$ cat src/design/jtfu_pkg.sv
`timescale 1ns / 1ps
`default_nettype none
// ----------------------------------------------------------------------------
// jtfu_pkg
// Shared types, character codes and pattern tables of the text field unescaper.
// ----------------------------------------------------------------------------
package jtfu_pkg;

  localparam int QueueDepthDefault = 4;
  localparam int GrpSlots          = 6;

  localparam logic [7:0] ChQuote = 8'h22;
  localparam logic [7:0] ChAmp   = 8'h26;
  localparam logic [7:0] ChApos  = 8'h27;
  localparam logic [7:0] ChSlash = 8'h2f;
  localparam logic [7:0] ChBslash = 8'h5c;
  localparam logic [7:0] ChLowA  = 8'h61;
  localparam logic [7:0] ChLowG  = 8'h67;
  localparam logic [7:0] ChLowL  = 8'h6c;
  localparam logic [7:0] ChLowT  = 8'h74;
  localparam logic [7:0] ChLowU  = 8'h75;

  typedef enum logic [2:0] {
    MODE_SEARCH = 3'd0,
    MODE_SKIP   = 3'd1,
    MODE_BODY   = 3'd2,
    MODE_ESC    = 3'd3,
    MODE_HEX    = 3'd4,
    MODE_DONE   = 3'd5
  } scan_mode_e;

  // results caused by one input transaction; a verdict is always the final slot
  typedef struct packed {
    logic [GrpSlots-1:0][7:0] bytes;
    logic [2:0]               cnt;
    logic                     verdict;
    logic                     keep;
  } grp_t;

  // key pattern "text": (matched case-insensitively)
  function automatic logic [7:0] key_char(input logic [2:0] p);
    logic [7:0] r;
    case (p)
      3'd0:    r = ChQuote;
      3'd1:    r = ChLowT;
      3'd2:    r = 8'h65;
      3'd3:    r = 8'h78;
      3'd4:    r = ChLowT;
      3'd5:    r = ChQuote;
      default: r = 8'h3a;
    endcase
    return r;
  endfunction

  function automatic logic [2:0] ent_len(input logic [1:0] k);
    logic [2:0] r;
    case (k)
      2'd0:    r = 3'd1;
      2'd1:    r = 3'd5;
      default: r = 3'd4;
    endcase
    return r;
  endfunction

  function automatic logic [7:0] ent_pat(input logic [1:0] k, input logic [2:0] i);
    logic [7:0] r;
    r = 8'h00;
    if (i == 3'd0) begin
      r = ChAmp;
    end else begin
      case (k)
        2'd1: begin
          case (i)
            3'd1:    r = ChLowA;
            3'd2:    r = 8'h6d;
            3'd3:    r = 8'h70;
            3'd4:    r = 8'h3b;
            default: r = 8'h00;
          endcase
        end
        2'd2, 2'd3: begin
          case (i)
            3'd1:    r = (k == 2'd2) ? ChLowG : ChLowL;
            3'd2:    r = ChLowT;
            3'd3:    r = 8'h3b;
            default: r = 8'h00;
          endcase
        end
        default: r = 8'h00;
      endcase
    end
    return r;
  endfunction

  function automatic logic [7:0] ent_char(input logic [1:0] k);
    logic [7:0] r;
    case (k)
      2'd2:    r = 8'h3e;
      2'd3:    r = 8'h3c;
      default: r = ChAmp;
    endcase
    return r;
  endfunction

  // {valid, nibble}
  function automatic logic [4:0] hex_digit(input logic [7:0] c);
    logic [4:0] r;
    if (c >= 8'h30 && c <= 8'h39) begin
      r = {1'b1, c[3:0]};
    end else if ((c >= 8'h61 && c <= 8'h66) || (c >= 8'h41 && c <= 8'h46)) begin
      r = {1'b1, c[3:0] + 4'd9};
    end else begin
      r = 5'd0;
    end
    return r;
  endfunction

endpackage
`default_nettype wire

$ cat src/design/json_text_field_unescape_top.sv
`timescale 1ns / 1ps
`default_nettype none
// ----------------------------------------------------------------------------
// json_text_field_unescape_top
// Extracts and unescapes the "text" field of each line of a byte stream.
// ----------------------------------------------------------------------------
// usage:
//   s_axis carries raw line bytes, tlast on the final byte of a line.
//   m_axis carries decoded bytes (tuser 0) and, per field, one verdict
//   transaction (tuser 1) whose keep bit says keep or discard the bytes
//   already delivered; tlast marks the last result of one input byte.
//   cfg carries allow_unicode and is always ready.
// path: a group passes the queue entry, then the output register, to m_axis.
// throughput: one input byte per cycle while each byte yields at most one
//   result and the receiver does not stall; a byte yielding k results is
//   walked out by the one-result-per-cycle output stage. The group queue
//   (Depth entries) absorbs short bursts before s_axis_tready drops.
// reset: key search restarts, allow_unicode clears, queue and output empty.
// receiver stall: the output register holds; the queue fills, then
//   s_axis_tready goes low until space frees up.
// ----------------------------------------------------------------------------
module json_text_field_unescape_top import jtfu_pkg::*; #(
  parameter int QueueDepth = QueueDepthDefault
) (
  input  wire logic        clk_i,
  input  wire logic        rst_ni,
  input  wire logic        s_axis_tvalid,
  output logic             s_axis_tready,
  input  wire logic [7:0]  s_axis_tdata,   // [7:0] in_byte
  input  wire logic        s_axis_tlast,
  output logic             m_axis_tvalid,
  input  wire logic        m_axis_tready,
  output logic [15:0]      m_axis_tdata,   // [7:0] out_byte, [8] keep_tweet
  output logic             m_axis_tuser,   // [0] is_verdict
  output logic             m_axis_tlast,
  input  wire logic        cfg_valid,
  output logic             cfg_ready,
  input  wire logic        cfg_data
);

  logic       grp_valid, q_not_full, head_valid, pop;
  grp_t       grp, head;
  logic [7:0] out_byte;
  logic       out_keep;

  assign cfg_ready = 1'b1;

  jtfu_front u_front (
    .clk_i       (clk_i),
    .rst_ni      (rst_ni),
    .in_valid_i  (s_axis_tvalid),
    .in_ready_o  (s_axis_tready),
    .in_byte_i   (s_axis_tdata),
    .in_eol_i    (s_axis_tlast),
    .cfg_valid_i (cfg_valid),
    .cfg_data_i  (cfg_data),
    .grp_valid_o (grp_valid),
    .grp_ready_i (q_not_full),
    .grp_o       (grp)
  );

  jtfu_queue #(
    .Depth (QueueDepth)
  ) u_queue (
    .clk_i        (clk_i),
    .rst_ni       (rst_ni),
    .push_i       (grp_valid),
    .push_grp_i   (grp),
    .not_full_o   (q_not_full),
    .head_valid_o (head_valid),
    .head_o       (head),
    .pop_i        (pop)
  );

  jtfu_back u_back (
    .clk_i         (clk_i),
    .rst_ni        (rst_ni),
    .head_valid_i  (head_valid),
    .head_i        (head),
    .pop_o         (pop),
    .out_valid_o   (m_axis_tvalid),
    .out_ready_i   (m_axis_tready),
    .out_byte_o    (out_byte),
    .out_verdict_o (m_axis_tuser),
    .out_keep_o    (out_keep),
    .out_last_o    (m_axis_tlast)
  );

  assign m_axis_tdata = {7'd0, out_keep, out_byte};

endmodule
`default_nettype wire

$ cat src/design/jtfu_front.sv
`timescale 1ns / 1ps
`default_nettype none
// ----------------------------------------------------------------------------
// jtfu_front
// Key search and decode state; turns each input byte into a result group.
// ----------------------------------------------------------------------------
module jtfu_front import jtfu_pkg::*; (
  input  wire logic       clk_i,
  input  wire logic       rst_ni,
  input  wire logic       in_valid_i,
  output logic            in_ready_o,
  input  wire logic [7:0] in_byte_i,
  input  wire logic       in_eol_i,
  input  wire logic       cfg_valid_i,
  input  wire logic       cfg_data_i,
  output logic            grp_valid_o,
  input  wire logic       grp_ready_i,
  output grp_t            grp_o
);

  scan_mode_e  mode_q, mode_d;
  logic [2:0]  match_q, match_d;
  logic [15:0] hex_q, hex_d;
  logic [1:0]  hcnt_q, hcnt_d;
  logic        hstop_q, hstop_d;
  logic [2:0]  held_q, held_d;
  logic [1:0]  kind_q, kind_d;
  logic        saw_q, saw_d;
  logic        mute_q, mute_d;
  logic        allow_q;
  grp_t        grp;
  logic        accept;

  assign accept      = in_valid_i && grp_ready_i;
  assign in_ready_o  = grp_ready_i;
  assign grp_valid_o = in_valid_i && (grp.cnt != 3'd0);
  assign grp_o       = grp;

  always_comb begin
    logic [7:0]  c;
    logic [7:0]  lc;
    logic [2:0]  p;
    logic [2:0]  n;
    logic [1:0]  k;
    logic [4:0]  hd;
    logic        do_plain;
    logic        do_flush;
    logic        do_cp;
    logic [15:0] cp;

    c        = in_byte_i;
    lc       = (c >= 8'h41 && c <= 8'h5a) ? c + 8'd32 : c;
    p        = 3'd0;
    n        = 3'd0;
    k        = kind_q;
    hd       = hex_digit(c);
    do_plain = 1'b0;
    do_flush = 1'b0;
    do_cp    = 1'b0;
    cp       = 16'd0;

    mode_d  = mode_q;
    match_d = match_q;
    hex_d   = hex_q;
    hcnt_d  = hcnt_q;
    hstop_d = hstop_q;
    held_d  = held_q;
    kind_d  = kind_q;
    saw_d   = saw_q;
    mute_d  = mute_q;
    grp     = '0;

    unique case (mode_q)
      MODE_SKIP: mode_d = MODE_BODY;
      MODE_BODY: begin
        if (held_q == 3'd0) begin
          do_plain = 1'b1;
        end else if (kind_q == 2'd0) begin
          if (c == ChLowA || c == ChLowG || c == ChLowL) begin
            kind_d = (c == ChLowA) ? 2'd1 : ((c == ChLowG) ? 2'd2 : 2'd3);
            held_d = 3'd2;
          end else begin
            do_flush = 1'b1;
            do_plain = 1'b1;
          end
        end else if (held_q < ent_len(kind_q) && c == ent_pat(kind_q, held_q)) begin
          held_d = held_q + 3'd1;
          if (held_q + 3'd1 >= ent_len(kind_q)) begin
            if (!mute_d) begin
              grp.bytes[grp.cnt] = ent_char(kind_q);
              grp.cnt = grp.cnt + 3'd1;
            end
            held_d = 3'd0;
            kind_d = 2'd0;
          end
        end else begin
          do_flush = 1'b1;
          do_plain = 1'b1;
        end
      end
      MODE_ESC: begin
        mode_d = MODE_BODY;
        if (c == ChLowU) begin
          mode_d  = MODE_HEX;
          hex_d   = 16'd0;
          hcnt_d  = 2'd0;
          hstop_d = 1'b0;
        end else if (c == ChApos || c == ChQuote || c == ChSlash) begin
          if (!mute_d) begin
            grp.bytes[grp.cnt] = c;
            grp.cnt = grp.cnt + 3'd1;
          end
        end else if (!mute_d) begin
          grp.bytes[grp.cnt] = ChBslash;
          grp.bytes[grp.cnt + 3'd1] = c;
          grp.cnt = grp.cnt + 3'd2;
        end
      end
      MODE_HEX: begin
        if (!hstop_q && hd[4]) begin
          hex_d = {hex_q[11:0], hd[3:0]};
        end else begin
          hstop_d = 1'b1;
        end
        hcnt_d = hcnt_q + 2'd1;
        if (hcnt_q == 2'd3) begin
          do_cp   = 1'b1;
          cp      = hex_d;
          mode_d  = MODE_BODY;
          hcnt_d  = 2'd0;
          hstop_d = 1'b0;
          hex_d   = 16'd0;
        end
      end
      MODE_DONE: ;
      default: begin
        p = (match_q > 3'd6) ? 3'd0 : match_q;
        if (lc == key_char(p)) begin
          if (p == 3'd6) begin
            match_d = 3'd0;
            mode_d  = MODE_SKIP;
            saw_d   = 1'b0;
            mute_d  = 1'b0;
            held_d  = 3'd0;
            kind_d  = 2'd0;
            hex_d   = 16'd0;
            hcnt_d  = 2'd0;
            hstop_d = 1'b0;
          end else begin
            match_d = p + 3'd1;
          end
        end else if (p == 3'd6 && lc == ChLowT) begin
          match_d = 3'd2;
        end else if (c == ChQuote) begin
          match_d = 3'd1;
        end else begin
          match_d = 3'd0;
        end
      end
    endcase

    // broken entity: emit what was held
    if (do_flush) begin
      n = (held_q > ent_len(kind_q)) ? ent_len(kind_q) : held_q;
      for (int i = 0; i < 5; i++) begin
        if (i[2:0] < n && !mute_d) begin
          grp.bytes[grp.cnt] = ent_pat(kind_q, i[2:0]);
          grp.cnt = grp.cnt + 3'd1;
        end
      end
      held_d = 3'd0;
      kind_d = 2'd0;
    end

    if (do_plain) begin
      if (c == ChQuote) begin
        grp.verdict = 1'b1;
        grp.keep = !saw_d || allow_q;
        grp.cnt = grp.cnt + 3'd1;
        mode_d = MODE_DONE;
      end else if (c == ChAmp) begin
        held_d = 3'd1;
        kind_d = 2'd0;
      end else if (c == ChBslash) begin
        mode_d = MODE_ESC;
      end else if (!mute_d) begin
        grp.bytes[grp.cnt] = c;
        grp.cnt = grp.cnt + 3'd1;
      end
    end

    // partial escape sequence closed by the line end
    if (in_eol_i && mode_d == MODE_HEX) begin
      do_cp = 1'b1;
      cp    = hex_d;
    end

    if (do_cp) begin
      if (cp == 16'd0) begin
        mute_d = 1'b1;
      end else if (cp < 16'h0080) begin
        if (!mute_d) begin
          grp.bytes[grp.cnt] = cp[7:0];
          grp.cnt = grp.cnt + 3'd1;
        end
      end else if (cp < 16'h0800) begin
        if (!mute_d) begin
          grp.bytes[grp.cnt] = {3'b110, cp[10:6]};
          grp.bytes[grp.cnt + 3'd1] = {2'b10, cp[5:0]};
          grp.cnt = grp.cnt + 3'd2;
        end
        saw_d = 1'b1;
      end else begin
        if (!mute_d) begin
          grp.bytes[grp.cnt] = {4'b1110, cp[15:12]};
          grp.bytes[grp.cnt + 3'd1] = {2'b10, cp[11:6]};
          grp.bytes[grp.cnt + 3'd2] = {2'b10, cp[5:0]};
          grp.cnt = grp.cnt + 3'd3;
        end
        saw_d = 1'b1;
      end
    end

    if (in_eol_i) begin
      k = kind_d;
      if (mode_d == MODE_BODY && held_d != 3'd0) begin
        n = (held_d > ent_len(k)) ? ent_len(k) : held_d;
        for (int i = 0; i < 5; i++) begin
          if (i[2:0] < n && !mute_d) begin
            grp.bytes[grp.cnt] = ent_pat(k, i[2:0]);
            grp.cnt = grp.cnt + 3'd1;
          end
        end
      end
      if (mode_d == MODE_ESC && !mute_d) begin
        grp.bytes[grp.cnt] = ChBslash;
        grp.cnt = grp.cnt + 3'd1;
      end
      if (mode_d == MODE_BODY || mode_d == MODE_ESC || mode_d == MODE_HEX ||
          mode_d == MODE_SKIP) begin
        grp.verdict = 1'b1;
        grp.keep = !saw_d || allow_q;
        grp.cnt = grp.cnt + 3'd1;
      end
      mode_d  = MODE_SEARCH;
      match_d = 3'd0;
      held_d  = 3'd0;
      kind_d  = 2'd0;
      hex_d   = 16'd0;
      hcnt_d  = 2'd0;
      hstop_d = 1'b0;
    end
  end

  always_ff @(posedge clk_i or negedge rst_ni) begin
    if (!rst_ni) begin
      mode_q  <= MODE_SEARCH;
      match_q <= 3'd0;
      hex_q   <= 16'd0;
      hcnt_q  <= 2'd0;
      hstop_q <= 1'b0;
      held_q  <= 3'd0;
      kind_q  <= 2'd0;
      saw_q   <= 1'b0;
      mute_q  <= 1'b0;
      allow_q <= 1'b0;
    end else begin
      if (cfg_valid_i) begin
        allow_q <= cfg_data_i;
      end
      if (accept) begin
        mode_q  <= mode_d;
        match_q <= match_d;
        hex_q   <= hex_d;
        hcnt_q  <= hcnt_d;
        hstop_q <= hstop_d;
        held_q  <= held_d;
        kind_q  <= kind_d;
        saw_q   <= saw_d;
        mute_q  <= mute_d;
      end
    end
  end

endmodule
`default_nettype wire

$ cat src/design/jtfu_queue.sv
`timescale 1ns / 1ps
`default_nettype none
// ----------------------------------------------------------------------------
// jtfu_queue
// Small queue of result groups between the decoder and the output serializer.
// ----------------------------------------------------------------------------
module jtfu_queue import jtfu_pkg::*; #(
  parameter int Depth = QueueDepthDefault
) (
  input  wire logic clk_i,
  input  wire logic rst_ni,
  input  wire logic push_i,
  input  grp_t      push_grp_i,
  output logic      not_full_o,
  output logic      head_valid_o,
  output grp_t      head_o,
  input  wire logic pop_i
);

  localparam int AW = (Depth > 1) ? $clog2(Depth) : 1;
  localparam int CW = $clog2(Depth + 1);

  grp_t          mem_q [Depth];
  logic [AW-1:0] wptr_q, rptr_q;
  logic [CW-1:0] count_q;
  logic          do_push, do_pop;

  assign not_full_o   = (count_q != CW'(Depth));
  assign head_valid_o = (count_q != '0);
  assign head_o       = mem_q[rptr_q];
  assign do_push      = push_i && not_full_o;
  assign do_pop       = pop_i && head_valid_o;

  always_ff @(posedge clk_i) begin
    if (do_push) begin
      mem_q[wptr_q] <= push_grp_i;
    end
  end

  always_ff @(posedge clk_i or negedge rst_ni) begin
    if (!rst_ni) begin
      wptr_q  <= '0;
      rptr_q  <= '0;
      count_q <= '0;
    end else begin
      if (do_push) begin
        wptr_q <= (wptr_q == AW'(Depth - 1)) ? '0 : wptr_q + AW'(1);
      end
      if (do_pop) begin
        rptr_q <= (rptr_q == AW'(Depth - 1)) ? '0 : rptr_q + AW'(1);
      end
      if (do_push && !do_pop) begin
        count_q <= count_q + CW'(1);
      end else if (do_pop && !do_push) begin
        count_q <= count_q - CW'(1);
      end
    end
  end

endmodule
`default_nettype wire

$ cat src/design/jtfu_back.sv
`timescale 1ns / 1ps
`default_nettype none
// ----------------------------------------------------------------------------
// jtfu_back
// Walks the head group one result per cycle, while the output is not stalled, into a registered output stage.
// ----------------------------------------------------------------------------
module jtfu_back import jtfu_pkg::*; (
  input  wire logic        clk_i,
  input  wire logic        rst_ni,
  input  wire logic        head_valid_i,
  input  grp_t             head_i,
  output logic             pop_o,
  output logic             out_valid_o,
  input  wire logic        out_ready_i,
  output logic [7:0]       out_byte_o,
  output logic             out_verdict_o,
  output logic             out_keep_o,
  output logic             out_last_o
);

  logic [2:0] pos_q;
  logic       valid_q;
  logic [7:0] byte_q;
  logic       verdict_q, keep_q, last_q;
  logic       load, is_last, is_v;

  assign load    = head_valid_i && (!valid_q || out_ready_i);
  assign is_last = (pos_q == head_i.cnt - 3'd1);
  assign is_v    = head_i.verdict && is_last;
  assign pop_o   = load && is_last;

  assign out_valid_o   = valid_q;
  assign out_byte_o    = byte_q;
  assign out_verdict_o = verdict_q;
  assign out_keep_o    = keep_q;
  assign out_last_o    = last_q;

  always_ff @(posedge clk_i) begin
    if (load) begin
      byte_q    <= is_v ? 8'h00 : head_i.bytes[pos_q];
      verdict_q <= is_v;
      keep_q    <= is_v && head_i.keep;
      last_q    <= is_last;
    end
  end

  always_ff @(posedge clk_i or negedge rst_ni) begin
    if (!rst_ni) begin
      valid_q <= 1'b0;
      pos_q   <= 3'd0;
    end else begin
      if (load) begin
        valid_q <= 1'b1;
        pos_q   <= is_last ? 3'd0 : pos_q + 3'd1;
      end else if (out_ready_i) begin
        valid_q <= 1'b0;
      end
    end
  end

endmodule
`default_nettype wire

$ cat config.mk
export PLATFORM = sky130hd
export DESIGN_NAME = json_text_field_unescape_top
export DESIGN_NICKNAME = d
export VERILOG_FILES = /design/src/design/jtfu_pkg.sv /design/src/design/json_text_field_unescape_top.sv /design/src/design/jtfu_front.sv /design/src/design/jtfu_queue.sv /design/src/design/jtfu_back.sv
export SDC_FILE = /design/constraint.sdc
export NUM_CORES = 1
export LEC_CHECK = 0
export BUFFER_PORTS_ARGS = -buffer_cell sky130_fd_sc_hd__buf_2
export CAP_MARGIN = 40
export CORE_UTILIZATION = 56
export CTS_BUF_LIST = sky130_fd_sc_hd__clkbuf_2 sky130_fd_sc_hd__clkbuf_4 sky130_fd_sc_hd__clkbuf_8
export DETAILED_ROUTE_END_ITERATION = 6
export PLACE_DENSITY = 0.82
export SLEW_MARGIN = 15
export SYNTH_ARGS = -nofsm -noshare
export SYNTH_HDL_FRONTEND = slang
export SYNTH_SLANG_ARGS = --single-unit
export TNS_END_PERCENT = 1
$ cat constraint.sdc
create_clock -name clk_i -period 20.7 [get_ports clk_i]
set_input_delay 4.14 -clock clk_i [delete_from_list [all_inputs] [get_ports clk_i]]
set_output_delay 4.14 -clock clk_i [all_outputs]
set_load 0.005 [all_outputs]
==> flow_summary_export.csv <==
group,metric,value,unit
grt,grt_first_pass_wirelength,112000,um
grt,overall_fraction_of_global_route_tracks_in_use,0.417,
synthesis,mappedNetlistArea,0.0203,mm^2
synthesis,synth_top_cell_by_area,"edfxtp_1",
clock_tree,htree_num_levels,2,
clock_tree,cts_num_sinks,267,
cells_and_area,final_common_cell,"edfxtp_1",
cells_and_area,final-instance-count-excl-fill,2611,
synthesis,synth.area.top_cells,"edfxtp_1, mux4_2, dfrtp_1",
cells_and_area,fraction_of_layout_cells_with_a_size_suffix_above_1,0.146,
clock_tree,cts_max_path_buffers,3,
critical_path,timing.critical_path.from_type,"input pin",
floorplan,core.rowCount,69,
critical_path,crit_top_cell,"ha_1",
clock_tree,cts_tree,"built",
sta,final.setup.tns,0,ns
pwr,worst_vdd_rail_ir_drop,0.0634,mV
critical_path,slowest_stage,"o32ai_1",
clock_tree,clk_root_buffer_cell,"clkbuf_8",
sta,post-route-worst-setup-slack,0.966,ns
synthesis,yosysSeqAreaShare,0.384,
sta,worst_slew_pin_slew,0.988,ns
critical_path,worst-endpoint-arrival,20.25,ns
sta,timing.clock.skew,0.0449,ns
sta,finalMaxSlewViolations,0,
floorplan,fp.dieH,192,um
sta,setup_repair_after_global_routing_missed_its_margin,"no",
sta,final.period_utilization,0.953,
detailed_routing,routed-wl-met3,6790,um
sta,worst_slew_margin_rel,0.334,
cells_and_area,final_util,0.612,
placement,port_buffers,27,
detailed_routing,num_vias,18926,
cells_and_area,area_growth,7.60,%
critical_path,criticalPathCategory,"input pin to flip-flop",
detailed_routing,routed_wire_length_per_instance,29.7,um
outcome,failed_checks,"design-rule violations",
sta,final_setup_vio_count,0,
synthesis,yosys_most_used_dff,"edfxtp_1",
clock_tree,cts_inserted_buffers,44,
synthesis,synth_largest_type_area_fraction,0.330,
floorplan,die_area,0.0370,mm^2
flow_run,max-cap-violations,0,
floorplan,i_o_pin_cnt,36,
critical_path,cpPeakStageDelay,0.67,ns
synthesis,synth_enable_flop_cells,223,
hold_path,hold_path_class,"flip-flop to flip-flop",
critical_path,endpoint_kind,"flip-flop",
critical_path,worst_path_dominant_cell_family,"compound AO/OA/AOI/OAI gates",
synthesis,synth_seq_cells,267,
detailed_routing,detailedRoute.firstPassIterationCount,7,
outcome,run_status,"complete, but fails checks",
grt,antenna_found_initial,1,
detailed_routing,route.top_layer_used,"met5",
detailed_routing,drt.antenna.violating_nets,0,
pwr,pwr_dens,92.0,mW/mm^2
sta,max_clock_freq,50.7,MHz
detailed_routing,drc_errors,7,
critical_path,path_max_fanout,22,
synthesis,avgSynthCellArea,9.63,um^2
floorplan,core_area,0.0357,mm^2
synthesis,synth.distinct_cells,121,
clock_tree,clk-insertion-delay-late,0.62,ns
sta,layout_min_cycle_time,19.73,ns
detailed_routing,vias_per_cell,7.25,
placement,pre_cts_ws,0.345,ns
detailed_routing,wirelength,77600,um
grt,globalRoute.totalOverflow,0,
grt,maximum_number_of_pins_on_one_net_before_global_route_repair,56,
clock_tree,clkSlewWorstSetupHoldPaths,0.06,ns
sta,finalHoldViolations,0,
synthesis,syn-instance-count,2108,
detailed_routing,detailedRoute.firstIterationViolations,2562,
cells_and_area,layout.cells.most_common_list,"edfxtp_1, nand2_1, nor2_1",
critical_path,timing.critical_path.required,21.22,ns
placement,dp.final_hpwl,58800,um
cells_and_area,fillerInstances,2914,
pwr,finalPower,2010,uW
cells_and_area,nets,2190,
floorplan,initial_core_util,0.569,
synthesis,ys.warnings.count,0,
detailed_routing,detailroute.wirelength.met2,35600,um
placement,place_congestion,1.06,
placement,post-place-cells,2526,
floorplan,die_w,192,um
detailed_routing,wl_met1,29000,um
clock_tree,postCtsSetupRepairBufs,0,
cells_and_area,n_antenna_cell,0,
critical_path,critical_path_buf_inv_count,7,
synthesis,ys_async_sr_fraction,0.165,
pwr,p_leak,0.00773,uW
grt,grt_pass1_vias,17605,
==> synth_stat cells (30+ instances only) <==
cell type,count
nand2_1,220
edfxtp_1,223
buf_2,32
nand3_1,54
inv_1,62
a31oi_1,34
a211oi_1,45
a22oi_1,37
mux4_2,61
nor2_1,173
clkbuf_1,81
dfrtp_1,44
a21oi_1,138
ha_1,59
xnor2_1,30
nor3_1,58
o211ai_1,30
o21ai_0,123
==> per-stage QoR <==
stage | instance area, um^2 | hold WS (ns)
5_1_grt | 21800 | 0.542
2_1_floorplan | 20300 | 0.464
3_5_place_dp | 20900 | 0.503
3_3_place_gp | 20800 | 0.471
6_report | 21800 | 0.517
4_1_cts | 21800 | 0.517
==> timing repair <==
action,CTS,global route
hold buffers,0,0
gates resized for setup,0,3
endpoints found under the setup margin,0,163
==> power breakdown <==
group	internal, uW	switching (uW)	total (uW)
clock network	248	218	466
logic	300	485	785
registers	706	52.8	759
total	1250	755	2010
==> cell type report <==
cell class	count	area, um^2	area share
Clock buffer	55	688	0.0315
Clock inverter	26	193	0.00882
Inverter	69	259	0.0119
Multi-Input combinational cell	1642	11700	0.535
Sequential cell	267	7800	0.357
Tap cell	461	577	0.0264
Timing Repair Buffer	91	643	0.0295
==> path summary, 6_finish.rpt <==
path / slack (ns) / cells past startpoint / endpoint / from
worst max-delay path: 0.97 / 65 / u_queue.count_q[2] / s_axis_tdata[0]
worst min-delay path: 0.52 / 2 / u_back.out_valid_o / u_back.out_valid_o
worst max register to register: 3.57 / 67 / u_queue.count_q[2] / u_front.kind_q[0]
worst min register to register: 0.52 / 2 / u_back.out_valid_o / u_back.out_valid_o
max in group asynchronous: 16.53 / 2 / u_queue.rptr_q[0] / rst_ni
min in group asynchronous: 3.60 / 2 / u_front.held_q[1] / rst_ni
==> cell families (layout without fill, tap and decap cells) <==
family / Yosys count / in the layout / synth area share
and+or+nand+nor: 735 / 735 / 0.181
adders and majority gates: 60 / 60 / 0.0374
xor gates and xnor gates: 39 / 39 / 0.0189
muxes: 114 / 114 / 0.0957
AOI/OAI and AO/OA: 686 / 686 / 0.240
DFF: 267 / 267 / 0.384
other: 2 / 8 / 0.000370
buffers and inverters: 205 / 241 / 0.0423
==> worst reg2reg max path: cells and delay by family (launching register included) <==
family / cells / cell delay [ns]
buffers and inverters: 7 / 1.09
muxes: 6 / 1.51
DFF: 1 / 0.48
AOI/OAI and AO/OA: 17 / 4.86
adders and majority gates: 17 / 5.74
and+or+nand+nor: 17 / 2.73
xor gates and xnor gates: 3 / 0.66
==> state kept, by name (all words and copies together), names as in the netlist, 2 cells and up <==
register and count:
u_queue.rptr_q 2, u_front.mode_q 3, u_queue.count_q 3, u_front.match_q 3, u_front.held_q 3, u_back.out_byte_o 8
u_queue.mem_q 212, u_front.hcnt_q 2, u_front.kind_q 2, u_queue.wptr_q 2, u_back.pos_q 3, u_front.hex_q 16
==> layer usage <==
layer / vias to the layer above / global-route usage
met5: - / 0
met4: 2 / 0.292
met3: 270 / 0.0733
met2: 1246 / 0.665
met1: 9173 / 0.513
li1: 8235 / -
Power figures use the tool's default switching activity.
